### config.mk
export PLATFORM = sky130hd
export DESIGN_NAME = battery_soc_table_interpolator
export DESIGN_NICKNAME = d
export VERILOG_FILES = /design/src/rtl/bsti_pkg.sv /design/src/rtl/battery_soc_table_interpolator.sv /design/src/rtl/bsti_ram.sv /design/src/rtl/bsti_dp.sv /design/src/rtl/bsti_ctrl.sv
export SDC_FILE = /design/constraint.sdc
export NUM_CORES = 2
export LEC_CHECK = 0
export BUFFER_PORTS_ARGS = -buffer_cell sky130_fd_sc_hd__buf_2
export CORE_MARGIN = 4
export CORE_UTILIZATION = 50
export CTS_BUF_LIST = sky130_fd_sc_hd__clkbuf_8
export DETAILED_ROUTE_END_ITERATION = 8
export GPL_TIMING_DRIVEN = 0
export PLACE_DENSITY = 0.77
export SLEW_MARGIN = 20
export SYNTH_ARGS = -nofsm -noshare
export SYNTH_HDL_FRONTEND = slang
export SYNTH_SLANG_ARGS = --single-unit
### constraint.sdc
create_clock -name clock -period 7.1 [get_ports clock]
set_clock_uncertainty 0.05 [all_clocks]
set_input_delay 1.065 -clock clock [delete_from_list [all_inputs] [get_ports clock]]
set_output_delay 1.065 -clock clock [all_outputs]
set_load 0.02 [all_outputs]
### src/rtl/bsti_pkg.sv
// ----------------------------------------------------------------------------
// bsti_pkg - shared types and constants for the SoC table interpolator
// Field widths, result codes and the controller/datapath interface structs.
// ----------------------------------------------------------------------------
`default_nettype none

package bsti_pkg;

   localparam int DATA_W          = 16;   // raw gauge reading / table entry
   localparam int CNT_W           = 6;    // entry count, entry index, segment index
   localparam int PCT_W           = 8;    // percent result
   localparam int MAX_ENTRIES_DEF = 64;

   // (i+1)*d <= 62*65535 fits 22 bits; times 100 fits 29 bits
   localparam int PROD_W = 22;
   localparam int NUM_W  = 29;
   localparam int QUOT_W = 7;             // quotient is always below 100
   localparam int STEP_W = 3;

   localparam logic [CNT_W-1:0]  DIRECT_BELOW = 6'd11;
   localparam logic [PCT_W-1:0]  FULL_PERCENT = 8'd100;
   localparam logic [QUOT_W-1:0] SCALE        = 7'd100;
   localparam logic [STEP_W-1:0] TOP_STEP     = 3'd6;

   localparam logic CMD_WRITE = 1'b0;
   localparam logic CMD_QUERY = 1'b1;

   typedef enum logic [2:0] {
      RD_NONE,
      RD_FIRST,
      RD_LAST,
      RD_ONE,
      RD_NEXT
   } rd_sel_type;

   typedef enum logic [1:0] {
      RES_DIRECT,
      RES_ZERO,
      RES_FULL,
      RES_QUOT
   } res_sel_type;

   typedef struct packed {
      logic        wr_en;
      logic        cap;
      rd_sel_type  rd_sel;
      logic        keep_prev;
      logic        j_init;
      logic        j_inc;
      logic        take_seg;
      logic        calc_diff;
      logic        calc_mul;
      logic        calc_sum;
      logic        div_step;
      logic        finish;
      res_sel_type res_sel;
   } dp_cmd_type;

   typedef struct packed {
      logic n_small;    // fewer than DIRECT_BELOW entries in use
      logic raw_le_rd;  // raw <= entry just read
      logic raw_ge_rd;  // raw >= entry just read
      logic j_last;     // scan index at last entry
      logic div_last;   // final quotient bit
   } dp_status_type;

endpackage

`default_nettype wire

### src/rtl/battery_soc_table_interpolator.sv
// ----------------------------------------------------------------------------
// battery_soc_table_interpolator - table-based state-of-charge interpolator
// Maps a raw fuel-gauge reading onto whole percent through a calibration
// table of increasing readings at equal state-of-charge steps.
// ----------------------------------------------------------------------------
// Usage: raise start with the request fields while busy is low. A write
// request (req_cmd = 0) stores req_entry_value at req_entry_index, returns
// nothing and leaves busy low. A query request (req_cmd = 1) returns exactly
// one percent on rsp_percent, marked by a one-cycle rsp_valid strobe; the
// receiver cannot stall, so capture it in that cycle. With fewer than 11
// entries in use (csr_write_data written while idle) the gauge's own
// req_direct_percent comes back in the cycle after start and busy never
// rises. Otherwise the query reads the first and last entries (clamps to 0
// or 100), scans segments one table read per cycle, then takes the
// difference and multiplies, runs a restoring divide (the quotient is
// always below 100) and loads the result. The single table read port sets
// the scan length. Writes beyond the table depth are dropped. Table entries
// are not reset; read only entries that were written.
// ----------------------------------------------------------------------------
`default_nettype none

module battery_soc_table_interpolator #(
   parameter int MAX_ENTRIES = bsti_pkg::MAX_ENTRIES_DEF
) (
   input  wire logic                        clock,
   input  wire logic                        reset,
   // request channel
   input  wire logic                        start,
   output      logic                        busy,
   input  wire logic                        req_cmd,
   input  wire logic [bsti_pkg::CNT_W-1:0]  req_entry_index,
   input  wire logic [bsti_pkg::DATA_W-1:0] req_entry_value,
   input  wire logic [bsti_pkg::DATA_W-1:0] req_raw_reading,
   input  wire logic [bsti_pkg::PCT_W-1:0]  req_direct_percent,
   // result channel, one-cycle strobe
   output      logic                        rsp_valid,
   output      logic [bsti_pkg::PCT_W-1:0]  rsp_percent,
   // entry count register
   input  wire logic                        csr_write_en,
   input  wire logic [bsti_pkg::CNT_W-1:0]  csr_write_data
);

   import bsti_pkg::*;

   dp_cmd_type    dp_cmd;
   dp_status_type dp_status;

   // sequencer: states for the table reads and the arithmetic steps
   bsti_ctrl u_ctrl (
      .clock   (clock),
      .reset   (reset),
      .start   (start),
      .req_cmd (req_cmd),
      .busy    (busy),
      .cmd     (dp_cmd),
      .status  (dp_status)
   );

   // datapath: table RAM, count register, search and divide registers
   bsti_dp #(
      .MAX_ENTRIES (MAX_ENTRIES)
   ) u_dp (
      .clock              (clock),
      .reset              (reset),
      .cmd                (dp_cmd),
      .status             (dp_status),
      .req_entry_index    (req_entry_index),
      .req_entry_value    (req_entry_value),
      .req_raw_reading    (req_raw_reading),
      .req_direct_percent (req_direct_percent),
      .csr_write_en       (csr_write_en),
      .csr_write_data     (csr_write_data),
      .rsp_valid          (rsp_valid),
      .rsp_percent        (rsp_percent)
   );

endmodule

`default_nettype wire

### src/rtl/bsti_ram.sv
// ----------------------------------------------------------------------------
// bsti_ram - generic simple dual-port RAM
// One write port, one read port with registered read data.
// ----------------------------------------------------------------------------
`default_nettype none

module bsti_ram #(
   parameter int WIDTH = 16,
   parameter int DEPTH = 64
) (
   input  wire logic                     clock,
   input  wire logic                     wr_en,
   input  wire logic [$clog2(DEPTH)-1:0] wr_addr,
   input  wire logic [WIDTH-1:0]         wr_data,
   input  wire logic                     rd_en,
   input  wire logic [$clog2(DEPTH)-1:0] rd_addr,
   output      logic [WIDTH-1:0]         rd_data
);

   logic [WIDTH-1:0] mem_ff [DEPTH];
   logic [WIDTH-1:0] rd_data_ff;

   always_ff @(posedge clock) begin
      if (wr_en) begin
         mem_ff[wr_addr] <= wr_data;
      end
      if (rd_en) begin
         rd_data_ff <= mem_ff[rd_addr];
      end
   end

   assign rd_data = rd_data_ff;

endmodule

`default_nettype wire

### src/rtl/bsti_dp.sv
// ----------------------------------------------------------------------------
// bsti_dp - datapath of the SoC table interpolator
// Table RAM, entry count register, segment search registers, multiply and
// restoring divide, result register.
// ----------------------------------------------------------------------------
`default_nettype none

module bsti_dp #(
   parameter int MAX_ENTRIES = bsti_pkg::MAX_ENTRIES_DEF
) (
   input  wire logic                        clock,
   input  wire logic                        reset,
   input  wire bsti_pkg::dp_cmd_type        cmd,
   output      bsti_pkg::dp_status_type     status,
   input  wire logic [bsti_pkg::CNT_W-1:0]  req_entry_index,
   input  wire logic [bsti_pkg::DATA_W-1:0] req_entry_value,
   input  wire logic [bsti_pkg::DATA_W-1:0] req_raw_reading,
   input  wire logic [bsti_pkg::PCT_W-1:0]  req_direct_percent,
   input  wire logic                        csr_write_en,
   input  wire logic [bsti_pkg::CNT_W-1:0]  csr_write_data,
   output      logic                        rsp_valid,
   output      logic [bsti_pkg::PCT_W-1:0]  rsp_percent
);

   import bsti_pkg::*;

   localparam int AW     = $clog2(MAX_ENTRIES);
   localparam int NCLAMP = (MAX_ENTRIES > 63) ? 63 : MAX_ENTRIES;
   localparam logic [CNT_W-1:0] N_MAX = CNT_W'(NCLAMP);
   localparam logic [8:0]       MAX_W = 9'(MAX_ENTRIES);

   logic [CNT_W-1:0]  count_ff;
   logic [CNT_W-1:0]  n_live;
   logic [CNT_W-1:0]  n_ff;
   logic [DATA_W-1:0] raw_ff;
   logic [DATA_W-1:0] prev_ff;
   logic [DATA_W-1:0] hi_ff;
   logic [CNT_W-1:0]  j_ff;
   logic [CNT_W-1:0]  i_ff;
   logic [DATA_W-1:0] d_ff;
   logic [DATA_W-1:0] diff_ff;
   logic [PROD_W-1:0] prod_ff;
   logic [PROD_W-1:0] den_ff;
   logic [NUM_W-1:0]  rem_ff;
   logic [QUOT_W-1:0] quot_ff;
   logic [STEP_W-1:0] k_ff;
   logic              rsp_valid_ff;
   logic [PCT_W-1:0]  percent_ff;
   logic [PCT_W-1:0]  percent_in;

   logic [DATA_W-1:0] rd_data;
   logic [CNT_W-1:0]  rd_idx;
   logic [AW+CNT_W-1:0] rd_wide;
   logic [AW+CNT_W-1:0] wr_wide;
   logic              wr_ok;
   logic [PROD_W-1:0] sum;
   logic [NUM_W-1:0]  trial;
   logic              fits;

   // entries in use, saturated at the smaller of table depth and 63
   assign n_live = (count_ff > N_MAX) ? N_MAX : count_ff;

   always_comb begin
      case (cmd.rd_sel)
         RD_FIRST: rd_idx = '0;
         RD_LAST:  rd_idx = n_ff - 6'd1;
         RD_ONE:   rd_idx = 6'd1;
         RD_NEXT:  rd_idx = j_ff + 6'd1;
         default:  rd_idx = '0;
      endcase
   end

   assign rd_wide = {{AW{1'b0}}, rd_idx};
   assign wr_wide = {{AW{1'b0}}, req_entry_index};
   assign wr_ok   = ({3'b0, req_entry_index} < MAX_W);

   bsti_ram #(
      .WIDTH (DATA_W),
      .DEPTH (MAX_ENTRIES)
   ) u_ram (
      .clock   (clock),
      .wr_en   (cmd.wr_en && wr_ok),
      .wr_addr (wr_wide[AW-1:0]),
      .wr_data (req_entry_value),
      .rd_en   (cmd.rd_sel != RD_NONE),
      .rd_addr (rd_wide[AW-1:0]),
      .rd_data (rd_data)
   );

   assign sum   = prod_ff + PROD_W'(diff_ff);
   assign trial = {7'b0, den_ff} << k_ff;
   assign fits  = (rem_ff >= trial);

   assign status.n_small   = (n_live < DIRECT_BELOW);
   assign status.raw_le_rd = (raw_ff <= rd_data);
   assign status.raw_ge_rd = (raw_ff >= rd_data);
   assign status.j_last    = (j_ff == n_ff - 6'd1);
   assign status.div_last  = (k_ff == '0);

   always_comb begin
      case (cmd.res_sel)
         RES_DIRECT: percent_in = req_direct_percent;
         RES_ZERO:   percent_in = '0;
         RES_FULL:   percent_in = FULL_PERCENT;
         RES_QUOT:   percent_in = {1'b0, quot_ff};
         default:    percent_in = '0;
      endcase
   end

   // control registers
   always_ff @(posedge clock) begin
      if (reset) begin
         count_ff     <= '0;
         rsp_valid_ff <= 1'b0;
      end else begin
         if (csr_write_en) begin
            count_ff <= csr_write_data;
         end
         rsp_valid_ff <= cmd.finish;
      end
   end

   // payload registers
   always_ff @(posedge clock) begin
      if (cmd.cap) begin
         raw_ff <= req_raw_reading;
         n_ff   <= n_live;
      end
      if (cmd.keep_prev) begin
         prev_ff <= rd_data;
      end
      if (cmd.j_init) begin
         j_ff <= 6'd1;
      end else if (cmd.j_inc) begin
         j_ff <= j_ff + 6'd1;
      end
      if (cmd.take_seg) begin
         hi_ff <= rd_data;
         i_ff  <= j_ff - 6'd1;
      end
      if (cmd.calc_diff) begin
         d_ff    <= hi_ff - prev_ff;
         diff_ff <= raw_ff - prev_ff;
      end
      if (cmd.calc_mul) begin
         prod_ff <= PROD_W'(i_ff) * PROD_W'(d_ff);
         den_ff  <= PROD_W'(d_ff) * PROD_W'(n_ff - 6'd1);
      end
      if (cmd.calc_sum) begin
         rem_ff  <= {7'b0, sum} * {22'b0, SCALE};
         quot_ff <= '0;
         k_ff    <= TOP_STEP;
      end else if (cmd.div_step) begin
         if (fits) begin
            rem_ff  <= rem_ff - trial;
            quot_ff <= quot_ff | (7'd1 << k_ff);
         end
         k_ff <= k_ff - 3'd1;
      end
      if (cmd.finish) begin
         percent_ff <= percent_in;
      end
   end

   assign rsp_valid   = rsp_valid_ff;
   assign rsp_percent = percent_ff;

endmodule

`default_nettype wire

### src/rtl/bsti_ctrl.sv
// ----------------------------------------------------------------------------
// bsti_ctrl - sequencer of the SoC table interpolator
// Write and direct requests, clamp checks, linear segment scan, multiply and divide steps.
// ----------------------------------------------------------------------------
`default_nettype none

module bsti_ctrl (
   input  wire logic                    clock,
   input  wire logic                    reset,
   input  wire logic                    start,
   input  wire logic                    req_cmd,
   output      logic                    busy,
   output      bsti_pkg::dp_cmd_type    cmd,
   input  wire bsti_pkg::dp_status_type status
);

   import bsti_pkg::*;

   typedef enum logic [3:0] {
      ST_IDLE,
      ST_FIRST,
      ST_LAST,
      ST_SCAN,
      ST_DIFF,
      ST_MUL,
      ST_SUM,
      ST_DIV,
      ST_DONE
   } state_type;

   state_type state_ff;
   state_type state_in;
   logic      busy_ff;

   always_comb begin
      state_in = state_ff;
      cmd      = '0;
      cmd.rd_sel  = RD_NONE;
      cmd.res_sel = RES_DIRECT;
      case (state_ff)
         ST_IDLE: begin
            if (start) begin
               if (req_cmd == CMD_WRITE) begin
                  cmd.wr_en = 1'b1;
               end else begin
                  cmd.cap = 1'b1;
                  if (status.n_small) begin
                     cmd.finish  = 1'b1;
                     cmd.res_sel = RES_DIRECT;
                  end else begin
                     cmd.rd_sel = RD_FIRST;
                     state_in   = ST_FIRST;
                  end
               end
            end
         end
         ST_FIRST: begin
            if (status.raw_le_rd) begin
               cmd.finish  = 1'b1;
               cmd.res_sel = RES_ZERO;
               state_in    = ST_IDLE;
            end else begin
               cmd.keep_prev = 1'b1;
               cmd.rd_sel    = RD_LAST;
               state_in      = ST_LAST;
            end
         end
         ST_LAST: begin
            if (status.raw_ge_rd) begin
               cmd.finish  = 1'b1;
               cmd.res_sel = RES_FULL;
               state_in    = ST_IDLE;
            end else begin
               cmd.j_init = 1'b1;
               cmd.rd_sel = RD_ONE;
               state_in   = ST_SCAN;
            end
         end
         ST_SCAN: begin
            if (!status.raw_ge_rd || status.j_last) begin
               cmd.take_seg = 1'b1;
               state_in     = ST_DIFF;
            end else begin
               cmd.keep_prev = 1'b1;
               cmd.j_inc     = 1'b1;
               cmd.rd_sel    = RD_NEXT;
            end
         end
         ST_DIFF: begin
            cmd.calc_diff = 1'b1;
            state_in      = ST_MUL;
         end
         ST_MUL: begin
            cmd.calc_mul = 1'b1;
            state_in     = ST_SUM;
         end
         ST_SUM: begin
            cmd.calc_sum = 1'b1;
            state_in     = ST_DIV;
         end
         ST_DIV: begin
            cmd.div_step = 1'b1;
            if (status.div_last) begin
               state_in = ST_DONE;
            end
         end
         ST_DONE: begin
            cmd.finish  = 1'b1;
            cmd.res_sel = RES_QUOT;
            state_in    = ST_IDLE;
         end
         default: begin
            state_in = ST_IDLE;
         end
      endcase
   end

   always_ff @(posedge clock) begin
      if (reset) begin
         state_ff <= ST_IDLE;
         busy_ff  <= 1'b0;
      end else begin
         state_ff <= state_in;
         busy_ff  <= (state_in != ST_IDLE);
      end
   end

   assign busy = busy_ff;

endmodule

`default_nettype wire

==> flow_metrics.tcl <==
set metrics [dict create \
    cts_sinks 1241 \
    worstRegToRegCells 24 \
    final-setup-viol-count 0 \
    maxSlewHeadroom_pct 21.7 \
    fin_hold_ws_ns 0.287 \
    routed_via_density 6.30 \
    power_density_nw_per_um2 220 \
    seq_area_frac_synth_pct 57.8 \
    drtIter0Drc 6495 \
    dieArea_um2 134000 \
    syn_nets 5896 \
    nets 6202 \
    grt_pass1_vias 45900 \
    cts_tree "yes" \
    worstSetupStartpoint "u_dp.n_ff[0]" \
    placedCellCount 7116 \
    vias 47200 \
    min_period_over_period_pct 97.9 \
    rows 130 \
    status "complete, no violations" \
    root_buffer "clkbuf_8" \
    layout-drive-gt1-share_pct 11.1 \
    yosysWarnings 0 \
    hold_path_class "primary input to register" \
    cp-end-kind "register" \
    multiInputGateArea_um2 24700 \
    cp.required_ns 7.65 \
    final_common_cell "edfxtp_1" \
    ios 67 \
    post_drt_wl_per_cell_um 25.1 \
    ys_ff_latch 1241 \
    numCtsBuffers 194 \
    tightest_slew_ns 1.17 \
    finalPower_mw 15.7 \
    synth_top_area_share_pct 56.9 \
    overflow 0 \
    syn-cell-area_um2 64000 \
    synthCells 5377 \
    synth_edf_count 1211 \
    hold_depth 1 \
    clockBufferDepth 3 \
    finalNonFillerCells 7491 \
    fin_crit_ns 6.95 \
    ys.flop_type "edfxtp_1" \
    antenna_found_initial 13 \
    r2r_start "u_dp.n_ff[0]" \
    endpoint "u_dp.den_ff[20]" \
    clkTransAtPathRegs_ns 0.06 \
    dp_hpwl_um 133000 \
    avgSynthCellArea_um2 11.9 \
    peakVddDrop_uv 234 \
    clk_latency_ns 0.94 \
    cp-start-kind "register" \
    dr.pass1.iters 7 \
    die_x_um 366 \
    grt_pass1_wl_um 279000 \
    grt_start_max_net_pins 65 \
    pre_cts_slack_ns -1.11 \
    async_reset_ff_share_pct 0 \
    critPathKind "register to register" \
    routabilityCongestion 0.964 \
    finalHoldViolCount 0 \
    place_area_um2 67000 \
    rsz0062_at_grt "true" \
    wirelength_um 188000 \
    die_y_um 366 \
    critPathMaxFanout 5 \
    synth.distinct_cells 85 \
    r2r_end "u_dp.den_ff[20]" \
    drcViolationCount 0 \
    core_area_um2 126000 \
    synth_area_leaders "edfxtp_1 (57%), nand3_1 (8.3%), fa_1 (6.5%), ha_1 (5.0%), o21ai_0 (4.5%)" \
    n_fill_cell 10100 \
    setup_slack_ns 0.149 \
    fmax_mhz 144 \
    yosys.area.top_type "edfxtp_1" \
    syn_to_final_growth_pct 11.3 \
    drtAntennaViolNets 0 \
    rrSetupSlack_ns 0.15 \
    layout_common_cells "edfxtp_1 (1211), nand3_1 (1061), o21ai_0 (574)" \
    cp_data_arrival_time_ns 7.50 \
    regArea_um2 37000 \
    htreeDepth 4 \
    drv_slew 0 \
    drv_cap 0 \
    port-buffer-count 62 \
    stdcell_area_um2 71200 \
    start_util_pct 50.6 \
    leakage_nw 25.8 \
    grt_usage_pct 27.9 \
]
## worst min path at each step
| stage | start | end |
|---|---|---|
| 6_report | req_raw_reading[0] | u_dp.raw_ff[0] |
| 2_1_floorplan | u_dp.quot_ff[0] | u_dp.quot_ff[0] |
| 5_1_grt | req_raw_reading[1] | u_dp.raw_ff[1] |
| 3_3_place_gp | u_dp.quot_ff[5] | u_dp.quot_ff[5] |
| 3_5_place_dp | u_dp.quot_ff[3] | u_dp.quot_ff[3] |
| 4_1_cts | req_raw_reading[1] | u_dp.raw_ff[1] |
## cells by family after synthesis
family                   after synthesis  synth area share (%)
AND/OR/NAND/NOR                     1841                  14.3
flip-flops                          1241                  57.8
AO/OA/AOI/OAI                        983                  9.05
buffers and inverters                650                  4.21
adder cells (fa/ha/maj)              462                  11.5
XOR/XNOR                             150                  2.12
multiplexers                          50                  1.01
## cell usage after synthesis (5+ instances only)
library cell and instances:
edfxtp_1 1211, nand3_1 1061, o21ai_0 576, inv_1 286, ha_1 254, nand2_1 233, clkbuf_1 209, fa_1 208
nor2_1 198, a21oi_1 145, buf_2 122, xnor2_1 94, nand4_1 72, a41oi_1 67, and2_1 67, nor2b_1 53
xor2_1 53, nor3_1 46, mux2i_1 35, dfxtp_1 30, a21o_1 26, or3_1 23, and4_1 21, o22ai_1 20
and3_1 19, o21a_1 19, a211oi_1 18, buf_1 18, nand2b_1 18, buf_6 13, a31oi_1 11, o21bai_1 11
a21boi_0 10, mux4_2 10, o41ai_1 7, nand3b_1 6, o211ai_1 6, or2_2 6, o2111ai_1 5, o311ai_0 5
## cell type report
type / instances / area share, %
Antenna cell: 5 / 0.0176
Buffer: 363 / 2.31
Clock buffer: 199 / 3.85
Clock inverter: 150 / 1.37
Inverter: 287 / 1.53
Multi-Input combinational cell: 3486 / 34.7
Sequential cell: 1241 / 51.9
Tap cell: 1650 / 2.90
Timing Repair Buffer: 110 / 1.42
## metal layers
metal  share of wire (%)  routed length (µm)  GRT usage [%]  up-vias
met5               0.059                 111              0        -
met4                 7.1               13400           17.4       10
met3                  12               22500           6.93      613
met2                  46               85700           43.6     3186
met1                  35               66600           35.0    22800
li1                    -                   -              -    20600
## metrics by stage
stage / utilization [%] / setup TNS (ns)
floorplan: - / 0
global placement: 52.5 / -5.89
detailed placement: 53.0 / -7.44
CTS: 56.2 / 0
global route: 56.3 / -0.0582
finish: 56.3 / 0
## critical path: stages, from the launching register on
cell	delay, ns
edfxtp_1	0.51
clkbuf_8	0.21
inv_6	0.08
ha_4	0.14
or3b_4	0.41
nor3_4	0.20
clkbuf_8	0.18
nand2_2	0.07
fa_2	0.68
inv_4	0.07
fa_2	0.48
fa_2	0.54
inv_1	0.05
fa_1	0.53
inv_1	0.05
fa_1	0.51
fa_1	0.46
ha_4	0.26
and3_1	0.18
a21oi_2	0.11
o21ai_2	0.11
o41ai_4	0.27
o211a_1	0.25
a21oi_1	0.09
xor2_1	0.15
## where the power goes
part / switching [mW] / internal [mW] / total, mW
combinational: 1.02 / 0.652 / 1.67
clock: 2.94 / 2.93 / 5.88
sequential: 0.0209 / 8.11 / 8.13
total: 3.99 / 11.7 / 15.7
## state kept, by name, indices dropped and copies added (netlist names)
| signal | count |
|---|---|
| u_dp.u_ram.mem_ff | 1024 |
| u_dp.count_ff | 6 |
| u_dp.u_ram.rd_data | 16 |
| u_dp.hi_ff | 16 |
| u_ctrl.busy | 1 |
| u_dp.i_ff | 6 |
| u_dp.raw_ff | 16 |
| u_dp.j_ff | 6 |
| u_dp.rsp_percent | 8 |
| u_dp.diff_ff | 16 |
| u_dp.prev_ff | 16 |
| u_ctrl.state_ff | 4 |
| u_dp.k_ff | 3 |
| u_dp.d_ff | 16 |
| u_dp.rsp_valid | 1 |
| u_dp.rem_ff | 29 |
| u_dp.den_ff | 22 |
| u_dp.quot_ff | 7 |
| u_dp.n_ff | 6 |
| u_dp.prod_ff | 22 |
## repair_timing
item | in CTS | in global routing
hold buffers | 0 | 0
endpoints found under the setup margin | 12 | 8
resized for setup | 40 | 20
buffers inserted | 13 | 7
endpoints found under the hold margin | 0 | 0
pin swaps | 10 | 8
Note: power is estimated with default switching activity, not from simulation.
